### config.mk
export PLATFORM = sky130hd
export DESIGN_NAME = i2c_register_transfer_sequencer_top
export DESIGN_NICKNAME = d
export VERILOG_FILES = /design/src/hdl/i2crts_pkg.sv /design/src/hdl/i2c_register_transfer_sequencer_top.sv /design/src/hdl/i2crts_core.sv /design/src/hdl/i2crts_emit.sv
export SDC_FILE = /design/constraint.sdc
export NUM_CORES = 1
export LEC_CHECK = 0
export BUFFER_PORTS_ARGS = -buffer_cell sky130_fd_sc_hd__buf_2
export CORE_MARGIN = 8
export CORE_UTILIZATION = 50
export DETAILED_ROUTE_END_ITERATION = 8
export PLACE_DENSITY = 0.78
export SLEW_MARGIN = 20
export SYNTH_ARGS = -nofsm -noshare
export SYNTH_HDL_FRONTEND = slang
export SYNTH_HIERARCHICAL = 1
export SYNTH_SLANG_ARGS = --single-unit
export TNS_END_PERCENT = 1
### constraint.sdc
create_clock -name clk -period 11.5 [get_ports clk]
set_input_delay 2.3 -clock clk [delete_from_list [all_inputs] [get_ports clk]]
set_output_delay 2.3 -clock clk [all_outputs]
set_load 0.005 [all_outputs]
### src/hdl/i2crts_pkg.sv
// shared types and constants for the i2c register transfer sequencer
package i2crts_pkg;

  localparam int COUNT_WIDTH = 8;
  localparam int MAX_RESULTS = 4;
  localparam logic [7:0] READ_FLAG = 8'h01;

  // host and bus request codes
  typedef enum logic [2:0] {
    CMD_PROBE      = 3'd0,
    CMD_BEGIN_WR   = 3'd1,
    CMD_BEGIN_RD   = 3'd2,
    CMD_ACK_REPORT = 3'd3,
    CMD_WRITE_BYTE = 3'd4,
    CMD_RX_BYTE    = 3'd5,
    CMD_UNUSED6    = 3'd6,
    CMD_UNUSED7    = 3'd7
  } cmd_t;

  // result action codes
  typedef enum logic [2:0] {
    ACT_START  = 3'd0,
    ACT_STOP   = 3'd1,
    ACT_SEND   = 3'd2,
    ACT_RECV   = 3'd3,
    ACT_ACKBIT = 3'd4,
    ACT_READ   = 3'd5,
    ACT_NEED   = 3'd6,
    ACT_DONE   = 3'd7
  } act_t;

  // transaction phase
  typedef enum logic [3:0] {
    PH_IDLE       = 4'd0,
    PH_PROBE_ADDR = 4'd1,
    PH_W_ADDR     = 4'd2,
    PH_W_REG      = 4'd3,
    PH_W_WAIT     = 4'd4,
    PH_W_DATA     = 4'd5,
    PH_R_ADDR     = 4'd6,
    PH_R_REG      = 4'd7,
    PH_R_ADDR2    = 4'd8,
    PH_R_DATA     = 4'd9
  } phase_t;

  typedef struct packed {
    logic [2:0] command;
    logic [7:0] device_address;
    logic [7:0] register_index;
    logic [7:0] byte_count;
    logic [7:0] data_byte;
    logic       nacked;
  } in_item_t;

  typedef struct packed {
    logic [2:0] action;
    logic [7:0] byte_value;
    logic       ack_level;
    logic       success;
    logic       last;
  } out_item_t;

  // results caused by one request, entry 0 goes out first
  typedef struct packed {
    out_item_t [MAX_RESULTS-1:0] item;
    logic [2:0]                  count;
  } bundle_t;

  function automatic out_item_t mk_res(act_t act, logic [7:0] value, logic ack,
                                       logic ok);
    out_item_t r;
    r.action     = act;
    r.byte_value = value;
    r.ack_level  = ack;
    r.success    = ok;
    r.last       = 1'b0;
    return r;
  endfunction

endpackage

### src/hdl/i2c_register_transfer_sequencer_top.sv
// top level of the i2c register transfer sequencer
// a request is held in the input request register until the result register is free;
//   its results are then loaded there, and the first is offered from the result register
// a request with n results (1 to 4) holds the result register until the last one is taken;
//   requests with no results load nothing but still wait for the result register to be free
// reset: synchronous active-low rst_n returns the phase to idle and empties both registers
module i2c_register_transfer_sequencer_top (
  input  logic                  clk,
  input  logic                  rst_n,
  input  logic                  in_valid,
  output logic                  in_ready,
  input  i2crts_pkg::in_item_t  in_data,
  output logic                  out_valid,
  input  logic                  out_ready,
  output i2crts_pkg::out_item_t out_data
);

  logic                 hold_vld_r;
  i2crts_pkg::in_item_t hold_r;
  logic                 take;
  logic                 load_ok;
  logic                 load;
  i2crts_pkg::bundle_t  bundle;

  assign in_ready = !hold_vld_r || take;
  assign load     = take && (bundle.count != 3'd0);

  // input request register
  always_ff @(posedge clk) begin
    if (!rst_n) begin
      hold_vld_r <= 1'b0;
    end else if (in_ready) begin
      hold_vld_r <= in_valid;
    end
  end

  always_ff @(posedge clk) begin
    if (in_ready && in_valid) begin
      hold_r <= in_data;
    end
  end

  i2crts_core u_core (
    .clk      (clk),
    .rst_n    (rst_n),
    .item_vld (hold_vld_r),
    .item     (hold_r),
    .load_ok  (load_ok),
    .take     (take),
    .bundle   (bundle)
  );

  i2crts_emit u_emit (
    .clk       (clk),
    .rst_n     (rst_n),
    .load      (load),
    .bundle    (bundle),
    .load_ok   (load_ok),
    .out_valid (out_valid),
    .out_ready (out_ready),
    .out_data  (out_data)
  );

endmodule

### src/hdl/i2crts_core.sv
// transaction state and per-request result decode
module i2crts_core (
  input  logic                 clk,
  input  logic                 rst_n,
  input  logic                 item_vld,
  input  i2crts_pkg::in_item_t item,
  input  logic                 load_ok,
  output logic                 take,
  output i2crts_pkg::bundle_t  bundle
);

  i2crts_pkg::phase_t              phase_r, phase_nxt;
  logic [7:0]                      addr_r, addr_nxt;
  logic [7:0]                      reg_r, reg_nxt;
  logic [i2crts_pkg::COUNT_WIDTH-1:0] left_r, left_nxt;

  i2crts_pkg::cmd_t                   cmd;
  logic [i2crts_pkg::COUNT_WIDTH-1:0] cnt;
  logic [i2crts_pkg::COUNT_WIDTH-1:0] left_wr;
  logic                               is_begin;

  assign take = item_vld && load_ok;

  // shared decode
  always_comb begin
    cmd      = i2crts_pkg::cmd_t'(item.command);
    cnt      = i2crts_pkg::COUNT_WIDTH'(item.byte_count);
    is_begin = (cmd == i2crts_pkg::CMD_PROBE) || (cmd == i2crts_pkg::CMD_BEGIN_WR) ||
               (cmd == i2crts_pkg::CMD_BEGIN_RD);
    // write byte count after an acknowledged register or data byte
    if (phase_r == i2crts_pkg::PH_W_DATA && left_r != '0) begin
      left_wr = left_r - i2crts_pkg::COUNT_WIDTH'(1);
    end else begin
      left_wr = left_r;
    end
  end

  // next state
  always_comb begin
    phase_nxt = phase_r;
    addr_nxt  = addr_r;
    reg_nxt   = reg_r;
    left_nxt  = left_r;
    if (is_begin) begin
      if (phase_r == i2crts_pkg::PH_IDLE) begin
        addr_nxt = item.device_address;
        reg_nxt  = item.register_index;
        case (cmd)
          i2crts_pkg::CMD_PROBE: begin
            left_nxt  = '0;
            phase_nxt = i2crts_pkg::PH_PROBE_ADDR;
          end
          i2crts_pkg::CMD_BEGIN_WR: begin
            left_nxt  = cnt;
            phase_nxt = i2crts_pkg::PH_W_ADDR;
          end
          default: begin
            left_nxt  = (cnt == '0) ? i2crts_pkg::COUNT_WIDTH'(1) : cnt;
            phase_nxt = i2crts_pkg::PH_R_ADDR;
          end
        endcase
      end
    end else if (cmd == i2crts_pkg::CMD_ACK_REPORT) begin
      case (phase_r)
        i2crts_pkg::PH_PROBE_ADDR: begin
          phase_nxt = i2crts_pkg::PH_IDLE;
        end
        i2crts_pkg::PH_W_ADDR: begin
          phase_nxt = item.nacked ? i2crts_pkg::PH_IDLE : i2crts_pkg::PH_W_REG;
        end
        i2crts_pkg::PH_R_ADDR: begin
          phase_nxt = item.nacked ? i2crts_pkg::PH_IDLE : i2crts_pkg::PH_R_REG;
        end
        i2crts_pkg::PH_W_REG, i2crts_pkg::PH_W_DATA: begin
          if (item.nacked) begin
            phase_nxt = i2crts_pkg::PH_IDLE;
          end else begin
            left_nxt  = left_wr;
            phase_nxt = (left_wr == '0) ? i2crts_pkg::PH_IDLE : i2crts_pkg::PH_W_WAIT;
          end
        end
        i2crts_pkg::PH_R_REG: begin
          phase_nxt = item.nacked ? i2crts_pkg::PH_IDLE : i2crts_pkg::PH_R_ADDR2;
        end
        i2crts_pkg::PH_R_ADDR2: begin
          phase_nxt = item.nacked ? i2crts_pkg::PH_IDLE : i2crts_pkg::PH_R_DATA;
        end
        default: begin
          phase_nxt = phase_r;
        end
      endcase
    end else if (cmd == i2crts_pkg::CMD_WRITE_BYTE) begin
      if (phase_r == i2crts_pkg::PH_W_WAIT) begin
        phase_nxt = i2crts_pkg::PH_W_DATA;
      end
    end else if (cmd == i2crts_pkg::CMD_RX_BYTE) begin
      if (phase_r == i2crts_pkg::PH_R_DATA) begin
        if (left_r <= i2crts_pkg::COUNT_WIDTH'(1)) begin
          left_nxt  = '0;
          phase_nxt = i2crts_pkg::PH_IDLE;
        end else begin
          left_nxt  = left_r - i2crts_pkg::COUNT_WIDTH'(1);
        end
      end
    end
  end

  // results for this request
  always_comb begin
    bundle = '0;
    if (is_begin) begin
      if (phase_r == i2crts_pkg::PH_IDLE) begin
        bundle.item[0] = i2crts_pkg::mk_res(i2crts_pkg::ACT_START, 8'h00, 1'b0, 1'b0);
        bundle.item[1] = i2crts_pkg::mk_res(i2crts_pkg::ACT_SEND, item.device_address,
                                            1'b0, 1'b0);
        bundle.count   = 3'd2;
      end
    end else if (cmd == i2crts_pkg::CMD_ACK_REPORT) begin
      case (phase_r)
        i2crts_pkg::PH_PROBE_ADDR: begin
          bundle.item[0] = i2crts_pkg::mk_res(i2crts_pkg::ACT_STOP, 8'h00, 1'b0, 1'b0);
          bundle.item[1] = i2crts_pkg::mk_res(i2crts_pkg::ACT_DONE, 8'h00, 1'b0,
                                              !item.nacked);
          bundle.count   = 3'd2;
        end
        i2crts_pkg::PH_W_ADDR, i2crts_pkg::PH_R_ADDR, i2crts_pkg::PH_W_REG,
        i2crts_pkg::PH_W_DATA, i2crts_pkg::PH_R_REG, i2crts_pkg::PH_R_ADDR2: begin
          if (item.nacked) begin
            // abort on nack
            bundle.item[0] = i2crts_pkg::mk_res(i2crts_pkg::ACT_STOP, 8'h00, 1'b0, 1'b0);
            bundle.item[1] = i2crts_pkg::mk_res(i2crts_pkg::ACT_DONE, 8'h00, 1'b0, 1'b0);
            bundle.count   = 3'd2;
          end else if (phase_r == i2crts_pkg::PH_W_ADDR ||
                       phase_r == i2crts_pkg::PH_R_ADDR) begin
            bundle.item[0] = i2crts_pkg::mk_res(i2crts_pkg::ACT_SEND, reg_r, 1'b0, 1'b0);
            bundle.count   = 3'd1;
          end else if (phase_r == i2crts_pkg::PH_R_REG) begin
            // stop, then start again with read flag
            bundle.item[0] = i2crts_pkg::mk_res(i2crts_pkg::ACT_STOP, 8'h00, 1'b0, 1'b0);
            bundle.item[1] = i2crts_pkg::mk_res(i2crts_pkg::ACT_START, 8'h00, 1'b0, 1'b0);
            bundle.item[2] = i2crts_pkg::mk_res(i2crts_pkg::ACT_SEND,
                                                addr_r | i2crts_pkg::READ_FLAG, 1'b0, 1'b0);
            bundle.count   = 3'd3;
          end else if (phase_r == i2crts_pkg::PH_R_ADDR2) begin
            bundle.item[0] = i2crts_pkg::mk_res(i2crts_pkg::ACT_RECV, 8'h00, 1'b0, 1'b0);
            bundle.count   = 3'd1;
          end else if (left_wr == '0) begin
            bundle.item[0] = i2crts_pkg::mk_res(i2crts_pkg::ACT_STOP, 8'h00, 1'b0, 1'b0);
            bundle.item[1] = i2crts_pkg::mk_res(i2crts_pkg::ACT_DONE, 8'h00, 1'b0, 1'b1);
            bundle.count   = 3'd2;
          end else begin
            bundle.item[0] = i2crts_pkg::mk_res(i2crts_pkg::ACT_NEED, 8'h00, 1'b0, 1'b0);
            bundle.count   = 3'd1;
          end
        end
        default: begin
          bundle.count = 3'd0;
        end
      endcase
    end else if (cmd == i2crts_pkg::CMD_WRITE_BYTE) begin
      if (phase_r == i2crts_pkg::PH_W_WAIT) begin
        bundle.item[0] = i2crts_pkg::mk_res(i2crts_pkg::ACT_SEND, item.data_byte,
                                            1'b0, 1'b0);
        bundle.count   = 3'd1;
      end
    end else if (cmd == i2crts_pkg::CMD_RX_BYTE) begin
      if (phase_r == i2crts_pkg::PH_R_DATA) begin
        bundle.item[0] = i2crts_pkg::mk_res(i2crts_pkg::ACT_READ, item.data_byte,
                                            1'b0, 1'b0);
        if (left_r <= i2crts_pkg::COUNT_WIDTH'(1)) begin
          // final byte: nack, stop, done
          bundle.item[1] = i2crts_pkg::mk_res(i2crts_pkg::ACT_ACKBIT, 8'h00, 1'b1, 1'b0);
          bundle.item[2] = i2crts_pkg::mk_res(i2crts_pkg::ACT_STOP, 8'h00, 1'b0, 1'b0);
          bundle.item[3] = i2crts_pkg::mk_res(i2crts_pkg::ACT_DONE, 8'h00, 1'b0, 1'b1);
          bundle.count   = 3'd4;
        end else begin
          bundle.item[1] = i2crts_pkg::mk_res(i2crts_pkg::ACT_ACKBIT, 8'h00, 1'b0, 1'b0);
          bundle.item[2] = i2crts_pkg::mk_res(i2crts_pkg::ACT_RECV, 8'h00, 1'b0, 1'b0);
          bundle.count   = 3'd3;
        end
      end
    end
  end

  // state registers
  always_ff @(posedge clk) begin
    if (!rst_n) begin
      phase_r <= i2crts_pkg::PH_IDLE;
      addr_r  <= '0;
      reg_r   <= '0;
      left_r  <= '0;
    end else if (take) begin
      phase_r <= phase_nxt;
      addr_r  <= addr_nxt;
      reg_r   <= reg_nxt;
      left_r  <= left_nxt;
    end
  end

endmodule

### src/hdl/i2crts_emit.sv
// result register that hands out one result per cycle while out_ready is high
module i2crts_emit (
  input  logic                  clk,
  input  logic                  rst_n,
  input  logic                  load,
  input  i2crts_pkg::bundle_t   bundle,
  output logic                  load_ok,
  output logic                  out_valid,
  input  logic                  out_ready,
  output i2crts_pkg::out_item_t out_data
);

  i2crts_pkg::out_item_t [i2crts_pkg::MAX_RESULTS-1:0] ent_r;
  logic [2:0] cnt_r;
  logic [1:0] idx_r;
  logic       busy;
  logic       is_last;
  logic       fin;

  assign busy    = (cnt_r != 3'd0);
  assign is_last = ({1'b0, idx_r} == (cnt_r - 3'd1));
  assign fin     = busy && out_ready && is_last;
  assign load_ok = !busy || fin;

  // current result, last flag from position
  always_comb begin
    out_valid     = busy;
    out_data      = ent_r[idx_r];
    out_data.last = is_last;
  end

  // payload holds its entries
  always_ff @(posedge clk) begin
    if (load) begin
      ent_r <= bundle.item;
    end
  end

  // count and position
  always_ff @(posedge clk) begin
    if (!rst_n) begin
      cnt_r <= 3'd0;
      idx_r <= 2'd0;
    end else if (load) begin
      cnt_r <= bundle.count;
      idx_r <= 2'd0;
    end else if (fin) begin
      cnt_r <= 3'd0;
      idx_r <= 2'd0;
    end else if (busy && out_ready) begin
      idx_r <= idx_r + 2'd1;
    end
  end

endmodule
### Yosys cells after proc, flatten, opt, wreduce, memory -nomap -nowiden

Index checks and enable logic that the tools add are counted.

* $lt $le $gt $ge: 2
* reductions and logical operators: 34
* $add $sub $neg: 3
* bitwise logic cells: 3
* equality and inequality tests: 21
* multiplexer cells: 57

Operators with widths (number)
* $mux 45: 3
* $mux 31: 4
* $mux 8: 11
* $mux 14: 6
* $mux 17: 4
* $mux 28: 2
* $pmux 28 s2: 1
* $mux 4: 11
* $mux 30: 1
* $bmux 14 s2: 1
* $mux 27: 1
* $pmux 4 s6: 1
* $eq 4x3->1 const B: 4
* $logic_not 8->1: 2
* $mux 16: 1
* $pmux 8 s2: 1
* $mux 3: 5
* $reduce_and 7->1: 2
* $mux 13: 1
* $pmux 3 s2: 2
* $reduce_bool 3->1: 4
* $reduce_bool 4->1: 3
* $eq 4x2->1 const B: 2
* $eq 4x4->1 const B: 2
* 29 further kinds: 45

* bits in registers: 126
* logic and storage cells: 153
* output and inout bits: 16
* bits of input ports: 40

### Longest topological paths before layout

Gate-level depths: netlist (run 1).

* depth after elaboration: 16
* mapped depth: 14
* mapped depth without buffers: 11

### By module

The synthesis (run 1) kept the hierarchy.

Modules (own cells, without submodules)
* i2crts_core: area an instance 2516.2 um2, times used 1, sequential area each 540.5 um2, cells each 366
* i2crts_emit: area an instance 2233.4 um2, times used 1, sequential area each 1661.6 um2, cells each 105
* i2c_register_transfer_sequencer_top: area an instance 1147.4 um2, times used 1, sequential area each 1101.1 um2, cells each 42

### Worst setup path before layout (run 1)

Ideal clock, no wire load.

* path kind: input -> output
* from: input port out_ready
* to: output port in_ready
* stages on the path: 4
* path slack: 6.436 ns
* path buffers: 0
* arrival: 2.764 ns
* path through: nand2_1 > nand2_1 > and2_0 > nand2b_4

* word-level cells in the longest chain between the ends: 5

Ends and longest elaborated chain
* start: declaration: line i2c_register_transfer_sequencer_top.sv:14 `input logic out_ready,`
* $logic_and 1x1->1 (2 in a row): line i2crts_emit.sv:22 `assign fin = busy && out_ready && is_last;`
* $logic_or 1x1->1: line i2crts_emit.sv:23 `assign load_ok = !busy || fin;`
* via load_ok: line i2c_register_transfer_sequencer_top.sv:21 `logic load_ok;`
* $logic_and 1x1->1: line i2crts_core.sv:22 `assign take = item_vld && load_ok;`
* via take: line i2c_register_transfer_sequencer_top.sv:20 `logic take;`
* $logic_or 1x1->1: line i2c_register_transfer_sequencer_top.sv:25 `assign in_ready = !hold_vld_r || take;`
* end: declaration: line i2c_register_transfer_sequencer_top.sv:11 `output logic in_ready,`

The timed path passes the listed nets, and every way through them passes these cells.

### Worst setup path after layout (run 1)

Ends and elaborated chain as after synthesis.

==> results of run 1 <==
-- sequential cells by signal, indices dropped and copies added, names as in the netlist --
register and count:
hold_r 36, u_core/phase_r 4, u_emit/idx_r 2, u_core/addr_r 7, hold_vld_r 1, u_core/left_r 8, u_emit/cnt_r 3, u_core/reg_r 8
u_emit/ent_r 52
-- cell type report --
cell class | count | area, um2 | area share [%]
clock buffers | 18 | 429.2 | 6.469
clock inverters | 14 | 131.4 | 1.980
multi-input cells | 334 | 2256 | 34.01
repair buffers | 57 | 290.3 | 4.376
well taps | 143 | 178.9 | 2.697
flip-flops and latches | 121 | 3303 | 49.79
inverters | 12 | 45.04 | 0.6790
-- report_power, final --
part           total [W]  internal, W  switching (W)  leakage, nW
clock network   0.000498     0.000315       0.000183        0.258
registers       0.000508     0.000491      0.0000168         1.10
logic          0.0000980    0.0000381      0.0000599         1.01
-- worst min-delay path, stage by stage (launching register included) --
cell     delay, ns
dfxtp_1       0.31
nand2_1       0.05
a21oi_1       0.05
-- path summary, 6_finish.rpt --
path / to / start / slack, ns / depth (start not counted)
setup reg to reg: u_emit/ent_r[7] / u_core/left_r[0] / 7.32 / 10
hold reg to reg: u_core/reg_r[7] / u_core/reg_r[7] / 0.46 / 2
setup / recovery: in_ready / out_ready / 6.02 / 6
hold / removal: u_core/reg_r[7] / u_core/reg_r[7] / 0.46 / 2
-- through the flow --
stage	hold slack, ns	instances	worst slack, ns	total power (W)	area, um2
detailed placement	0.4472	667	6.009	0.0006131	6073
global placement	0.4368	667	6.057	0.0006099	6073
CTS	0.4574	699	6.015	0.001112	6634
global route	0.4795	699	5.972	0.001141	6634
finish	0.4572	699	6.015	0.001104	6634
floorplan	0.4317	522	6.436	0.0005868	5916
-- layer usage --
metal	share of wire, %	vias to the layer above
met5	0	-
met4	2.2	0
met3	5.8	26
met2	51	175
met1	41	1962
li1	-	1938
==> out/metrics.csv, run 1 <==
metric,value,unit
CP top delay family,simple AND/OR/NAND/NOR gates,
DP HPWL,8598,um
DRC violations left,0,
H-tree level count,4,
Slowest cell on crit path,and2_0,
die height,124.3,um
total wire length,12600,um
largest net degree at the start of global routing,37,
Fmax,0.1823,GHz
Post-Syn Area per Cell,11.53,um2
initial antenna violation count,0,
max-capacitance violation count,0,
clock root buffer,clkbuf_16,
CTS tree,yes,
"Arr. time, crit path",3.18,ns
Die W,124.3,um
WS Path Type,input pin to output pin,
total negative slack,0,ns
most frequent cells in the layout,"88 x edfxtp_1, 57 x nand2_1, 55 x buf_2",
crit path cell chain,"buf_2, nand2_1, nand2_1, and2_0, nand2b_4, buf_2",
layout cells sized above 1,20.86,%
ANT nets after route,0,
gr busiest metal,met2,
initial drt markers,309,
placement row count,39,
fin crit share,47.69,%
CTS Hold Bufs,0,
nets@finish,587,
PostCTS Resize Cnt,0,
worst rel slew slack,26.08,%
"commonest non-fill, non-tap cell in the layout",edfxtp_1,
worst-margin pin slew,1.100,ns
Vias per Instance,5.867,
Mapped Cells,509,
n_diodes,0,
startpoint types,input pin,
Leak,2.363,nW
die area,0.01546,mm2
Worst Skew,0.01458,ns
Fillers,948,
first drt pass iteration count,5,
Port Buffers,55,
area delta synth->final,13.07,%
RePlAce Congestion,0.9125,
"Hold Vio Cnt, Final",0,
Post-Syn Area,0.005867,mm2
WP buf/inv,2,
RSZ-0062 raised after global routing,false,
met1 Track Usage GR,18.50,%
outcome,finished clean,
total gr overflow,0,
clock buffer depth,2,
clock sinks,121,
Hold WC Path Type,flop to flop,
core footprint,0.01142,mm2
starting density of the core,51.38,%
max-slew violation count,0,
Tot GR Track Use,16.19,%
CP max FO,6,
minimum clock period,5.485,ns
final setup fails,0,
final core occ,58.10,%
first-pass GRT wire length,20440,um
DR WL/cell,18.02,um
Worst EP required,9.20,ns
Worst Setup End Kind,output pin,
vias in the first global route,4074,
GR Layer Usage met2,28.18,%
pwr dens,166.4,mW/mm2
met3 usage,3.872,%
"IR drop worst, VDD",0.0001376,V
post-CTS setup buffer count,0,
total number of vias,4101,
Clock transition at path regs,0.05,ns
CTS Buf Count,17,
clock network latency to the later pin of the worst-skew pair,0.41,ns
Critical Path Max Stage Delay,0.34,ns
yosys warns,6,
Boundary Pins,56,
No activity file was read; power rests on OpenSTA's default activity.
==> run 2: changes to the inputs <==
ABC_AREA = 1   (was default)
clock period = 5.2 ns   (was 11.5 ns; I/O delays follow)
==> out/metrics.csv, run 2 <==
metric,value,unit,change
"Top cell by count, worst path",nand2_1,,
hold path depth,2,,unchanged
Net Switching,0.0006542,W,+150%
nets@finish,696,,+19%
Post-Syn Area,0.005659,mm2,-3.5%
post-CTS setup buffer count,0,,unchanged
RSZ-0062 raised after global routing,false,,
hold path start,u_core/addr_r[1],,
Critical Path Max Stage Delay,0.68,ns,+0.34 ns
Fmax,0.2899,GHz,
max-capacitance violation count,0,,unchanged
CTS Buf Count,17,,unchanged
DRC violations left,0,,unchanged
clock buffer depth,2,,unchanged
outcome,finished clean,,
clock root buffer,clkbuf_16,,
minimum hold slack,0.4651,ns,+0.007850 ns
core footprint,0.01122,mm2,-1.7%
startpoint types,flop,,
Tot GR Track Use,16.66,%,+0.48 points
crit path cell chain,"inv_2, nand2_2, nand2_1, nor2_2, nand3_2, nand2_1, nand2_1, nor2_1, clkinv_1, o21ai_0, a21oi_1",,
fin crit share,66.34,%,
largest net degree at the start of global routing,57,,+54%
met1 Track Usage GR,21.86,%,+3.4 points
max-slew violation count,0,,unchanged
RePlAce Congestion,0.8722,,-4.4%
CTS Hold Bufs,0,,unchanged
worst-margin pin slew,0.8688,ns,-0.2315 ns
FF-to-FF Start,u_emit/idx_r[1],,
n_diodes,0,,unchanged
gr busiest metal,met2,,
Worst Skew,0.008319,ns,-0.006258 ns
worst hold endpoint,u_core/addr_r[1],,
CTS tree,yes,,
Boundary Pins,56,,unchanged
total gr overflow,0,,unchanged
PostCTS Resize Cnt,0,,unchanged
yosys warns,6,,unchanged
die height,122.4,um,-1.6%
leading registers by flop count,"u_emit/ent_r: 52 flops, hold_r: 36 flops",,
vias in the first global route,4073,,-0.025%
Switching Share,25.60,%,+2.1 points
Worst Setup SP,u_emit/idx_r[1],,
first-pass GRT wire length,19840,um,-2.9%
max reg flops,52,,unchanged
met3 usage,3.634,%,-0.24 points
Post-Syn Area per Cell,9.479,um2,-18%
placement row count,39,,unchanged
worst rel slew slack,41.87,%,+16 points
Vias per Instance,5.293,,-9.8%
final setup fails,0,,unchanged
clock network latency to the later pin of the worst-skew pair,0.40,ns,about the same
reg2reg path depth,11,,+1
ANT nets after route,0,,unchanged
Slowest cell on crit path,dfxtp_1,,
Hold WC Path Type,flop to flop,,
cell area after layout,0.006590,mm2,-0.66%
DP HPWL,8401,um,-2.3%
Critical R2R Capture,u_core/addr_r[3],,
post-placement cell area,0.005972,mm2,-1.7%
Port Buffers,55,,unchanged
R2R setup slack,1.75,ns,-5.57 ns
Clk pwr share,45.4,%,+0.3 points
most frequent cells in the layout,"99 x nor2_1, 97 x nand2_1, 88 x edfxtp_1",,
Worst Setup End Kind,flop,,
"IR drop worst, VDD",0.0002455,V,+78%
Clock transition at path regs,0.06,ns,about the same
pwr dens,387.7,mW/mm2,+130%
layout cells sized above 1,19.85,%,-1.0 points
Worst EP required,5.47,ns,-3.73 ns
area delta synth->final,16.45,%,
initial antenna violation count,0,,unchanged
minimum clock period,3.450,ns,
starting density of the core,50.42,%,-0.96 points
internal power,0.001901,W,+130%
total negative slack,0,ns,unchanged
DR WL/cell,14.89,um,-17%
clock sinks,121,,unchanged
Setup WS pre-CTS,1.672,ns,-4.337 ns
"Hold Vio Cnt, Final",0,,unchanged
initial drt markers,414,,+34%
total number of vias,4277,,+4.3%
CP max FO,18,,+12
Leak,2.720,nW,+15%
die area,0.01498,mm2,-3.1%
WS Path Type,flop to flop,,
combinational power share,10.7,%,+1.8 points
"Arr. time, crit path",3.72,ns,+0.54 ns
"commonest non-fill, non-tap cell in the layout",nor2_1,,
Flop pwr share,44.0,%,-2.0 points
first drt pass iteration count,5,,unchanged
Die W,122.4,um,-1.6%
post-route setup slack,1.750,ns,-4.265 ns
H-tree level count,4,,unchanged
total wire length,12030,um,-4.5%
Mapped Cells,597,,+17%
GR Layer Usage met2,26.38,%,-1.8 points
most flop-heavy register,u_emit/ent_r,,
run 2: worst max path at each step:
stage | end | cells past startpoint
final | u_core/addr_r[3] | 11
after global routing | u_core/addr_r[3] | 11
after CTS | u_core/addr_r[3] | 11
after detailed placement | u_core/addr_r[3] | 10
after global placement | u_core/addr_r[7] | 10
after floorplan | u_emit/cnt_r[1] | 19
run 2: worst max-delay path, delay by kind of cell (launching register included):
family                 cells  cell delay (ns)
flip-flops                 1             0.68
AO/OA/AOI/OAI              2             0.50
AND/OR/NAND/NOR            7             1.21
buffers and inverters      2             0.91
run 2: area by class of cell:
cell class              instances  area, um2
flip-flops and latches        121       3303
fillers                       924       4633
clock inverters                15      165.2
well taps                     143      178.9
multi-input cells             391       1963
inverters                      63      236.5
clock buffers                  17      425.4
repair buffers                 58      317.8
run 2: per-layer routing:
metal / vias to the layer above / routed length, um
li1: 2119 / -
met1: 2002 / 5437
met2: 136 / 5808
met3: 20 / 628
met4: 0 / 157
met5: - / 0
run 2: power groups by stage:
stage | sequential (W) | clock [W] | combinational, W
6_report | 0.00112 | 0.00116 | 0.000272
5_1_grt | 0.00113 | 0.00123 | 0.000307
4_1_cts | 0.00112 | 0.00118 | 0.000267
3_5_place_dp | 0.00114 | 0 | 0.000265
3_3_place_gp | 0.00114 | 0 | 0.000261
2_1_floorplan | 0.00114 | 0 | 0.000200
run 2: metrics by stage:
step | instances | util (%) | power [W]
floorplan | 610 | - | 0.001339
global placement | 775 | 53.21 | 0.001403
detailed placement | 775 | 53.21 | 0.001409
CTS | 807 | 58.47 | 0.002571
global route | 808 | 58.72 | 0.002664
finish | 808 | 58.72 | 0.002555
==> run 3: changes to the inputs <==
ABC_AREA = 0   (was 1)
PLACE_DENSITY = 0.81   (was 0.78)
clock period = 3 ns   (was 5.2 ns; I/O delays follow)
==> out/metrics.csv, run 3 (synthesized netlist as in run 1, its figures left out) <==
metric,value,unit,change
hold path depth,1,,-1
ANT nets after route,0,,unchanged
worst rel slew slack,40.89,%,-0.98 points
worst-margin pin slew,0.8857,ns,+0.01687 ns
"Arr. time, crit path",3.11,ns,-0.61 ns
minimum hold slack,0.3568,ns,-0.1082 ns
Worst Setup SP,u_core/left_r[1],,
Vias per Instance,5.817,,+9.9%
total gr overflow,0,,unchanged
WS Path Type,flop to flop,,
max reg flops,52,,unchanged
CTS Buf Count,17,,unchanged
worst hold endpoint,hold_r[8],,
first drt pass iteration count,5,,unchanged
crit path cell chain,"inv_4, ha_4, or4b_1, o22ai_2, o22ai_1, or4_4, buf_4, nor3_4, o41a_1, o31a_4, buf_12",,
placement row count,39,,unchanged
"Hold Vio Cnt, Final",0,,unchanged
total number of vias,4398,,+2.8%
Overall Power,0.004406,W,+72%
final setup fails,0,,unchanged
hold path start,in_data[8],,
leading registers by flop count,"u_emit/ent_r: 52 flops, hold_r: 36 flops",,
layout cells sized above 1,31.00,%,+11 points
final core occ,63.09,%,+4.4 points
Port Buffers,55,,unchanged
FF-to-FF Start,u_core/left_r[1],,
n_diodes,0,,unchanged
Boundary Pins,56,,unchanged
most frequent cells in the layout,"88 x edfxtp_1, 57 x nand2_1, 55 x buf_2, 55 x buf_4, 32 x a21oi_1",,
Critical Path Max Stage Delay,0.54,ns,-0.14 ns
core footprint,0.01142,mm2,+1.7%
largest net degree at the start of global routing,30,,-47%
DP HPWL,9575,um,+14%
clock network latency to the later pin of the worst-skew pair,0.41,ns,about the same
Worst Setup End Kind,flop,,
die height,124.3,um,+1.6%
die area,0.01546,mm2,+3.2%
total wire length,13810,um,+15%
max-slew violation count,0,,unchanged
RePlAce Congestion,0.9108,,+4.4%
CTS tree,yes,,
"commonest non-fill, non-tap cell in the layout",edfxtp_1,,
outcome,finished clean,,
initial antenna violation count,0,,unchanged
nets@finish,644,,-7.5%
Leak,2.694,nW,-0.96%
H-tree level count,4,,unchanged
starting density of the core,51.38,%,+0.96 points
DR WL/cell,18.27,um,+23%
max-capacitance violation count,0,,unchanged
area delta synth->final,22.80,%,
Critical R2R Capture,u_emit/ent_r[6],,
Fmax,0.3342,GHz,+15%
clock root buffer,clkbuf_16,,
Worst EP required,3.12,ns,-2.35 ns
startpoint types,flop,,
R2R setup slack,0.008,ns,-1.74 ns
Tot GR Track Use,17.70,%,+1.0 points
Fillers,869,,-6.0%
clock sinks,121,,unchanged
clock buffer depth,2,,unchanged
CP max FO,23,,+5
first-pass GRT wire length,22250,um,+12%
Slowest cell on crit path,or4_4,,
"IR drop worst, VDD",0.0005248,V,+110%
DRC violations left,0,,unchanged
fin crit share,99.73,%,+33 points
register area,0.003308,mm2,+0.15%
Worst Skew,0.01043,ns,+0.002107 ns
Die W,124.3,um,+1.6%
pwr dens,611.6,mW/mm2,+58%
Clock transition at path regs,0.06,ns,about the same
initial drt markers,434,,+4.8%
vias in the first global route,4456,,+9.4%
reg2reg path depth,11,,unchanged
area of the multi-input gates,0.002340,mm2,+19%
minimum clock period,2.992,ns,-0.4579 ns
most flop-heavy register,u_emit/ent_r,,
Hold WC Path Type,input pin to flop,,
RSZ-0062 raised after global routing,true,,
run 3: cell types whose count changed in the layout (fill, tap and decap cells not counted), sizes merged, moves of 11 or more:
cell   change
inv       -54
o22ai     -14
a21oi     +11
nor2      -76
o21ai     -40
buf       +55
mux4      +13
and2      +22
nand2     -51
run 3: how the worst max path moves through the flow:
stage | endpoint | slack [ns] | depth (start not counted)
after CTS | u_emit/idx_r[1] | -0.009 | 11
after detailed placement | u_emit/ent_r[22] | -0.12 | 11
after global placement | u_emit/ent_r[7] | -0.08 | 11
after global routing | u_emit/ent_r[9] | -0.13 | 11
final | u_emit/ent_r[6] | 0.008 | 11
after floorplan | u_emit/idx_r[1] | -0.38 | 14
run 3: power by group:
part           leakage (nW)  switching [W]  total [W]  internal, W
Sequential             1.10      0.0000448    0.00193      0.00188
Clock                 0.277       0.000725    0.00195      0.00122
Combinational          1.32       0.000287   0.000530     0.000243
Total                  2.69        0.00106    0.00441      0.00335
run 3: critical path, delay by kind of cell (launching register included):
kind / cells / cell delay (ns)
DFF: 1 / 0.37
adders and majority gates: 1 / 0.14
buffers and inverters: 3 / 0.41
and+or+nand+nor: 3 / 1.13
AOI/OAI and AO/OA: 4 / 0.64
run 3: metal layers:
metal  track usage, %  wire (um)  share of wire [%]  vias to the layer above
li1                 -          -                  -                     2053
met1            20.68       5431                 39                     2101
met2            30.10       7048                 51                      214
met3            4.894       1112                8.1                       30
met4            7.016        219                1.6                        0
met5                0          0                  0                        -
run 3: cell type report:
type                       instances  share of cell area [%]
sequential                       121                   45.92
inverter                          12                  0.6947
clock inverter                    14                   2.084
multi-input combinational        335                   32.48
clock buffer                      18                   5.957
timing repair buffer             113                   10.39
tap                              143                   2.484
run 3: through the flow:
stage | area [um2] | setup WS (ns) | std cells | setup TNS, ns
final | 7204 | 0.008028 | 756 | 0
after detailed placement | 6554 | -0.1240 | 720 | -6.043
after global routing | 7204 | -0.1330 | 756 | -6.756
after floorplan | 5992 | -0.3786 | 522 | -11.97
after CTS | 7182 | -0.009303 | 756 | -0.06547
after global placement | 6554 | -0.08488 | 720 | -3.806
run 3: timing repair:
action / in CTS / in global routing
setup buffers: 3 / 0
pin swaps: 4 / 3
hold buffers: 0 / 0
setup endpoints to repair: 57 / 58
gates cloned: 1 / 0
resized for setup: 5 / 6
endpoints found under the hold margin: 0 / 0
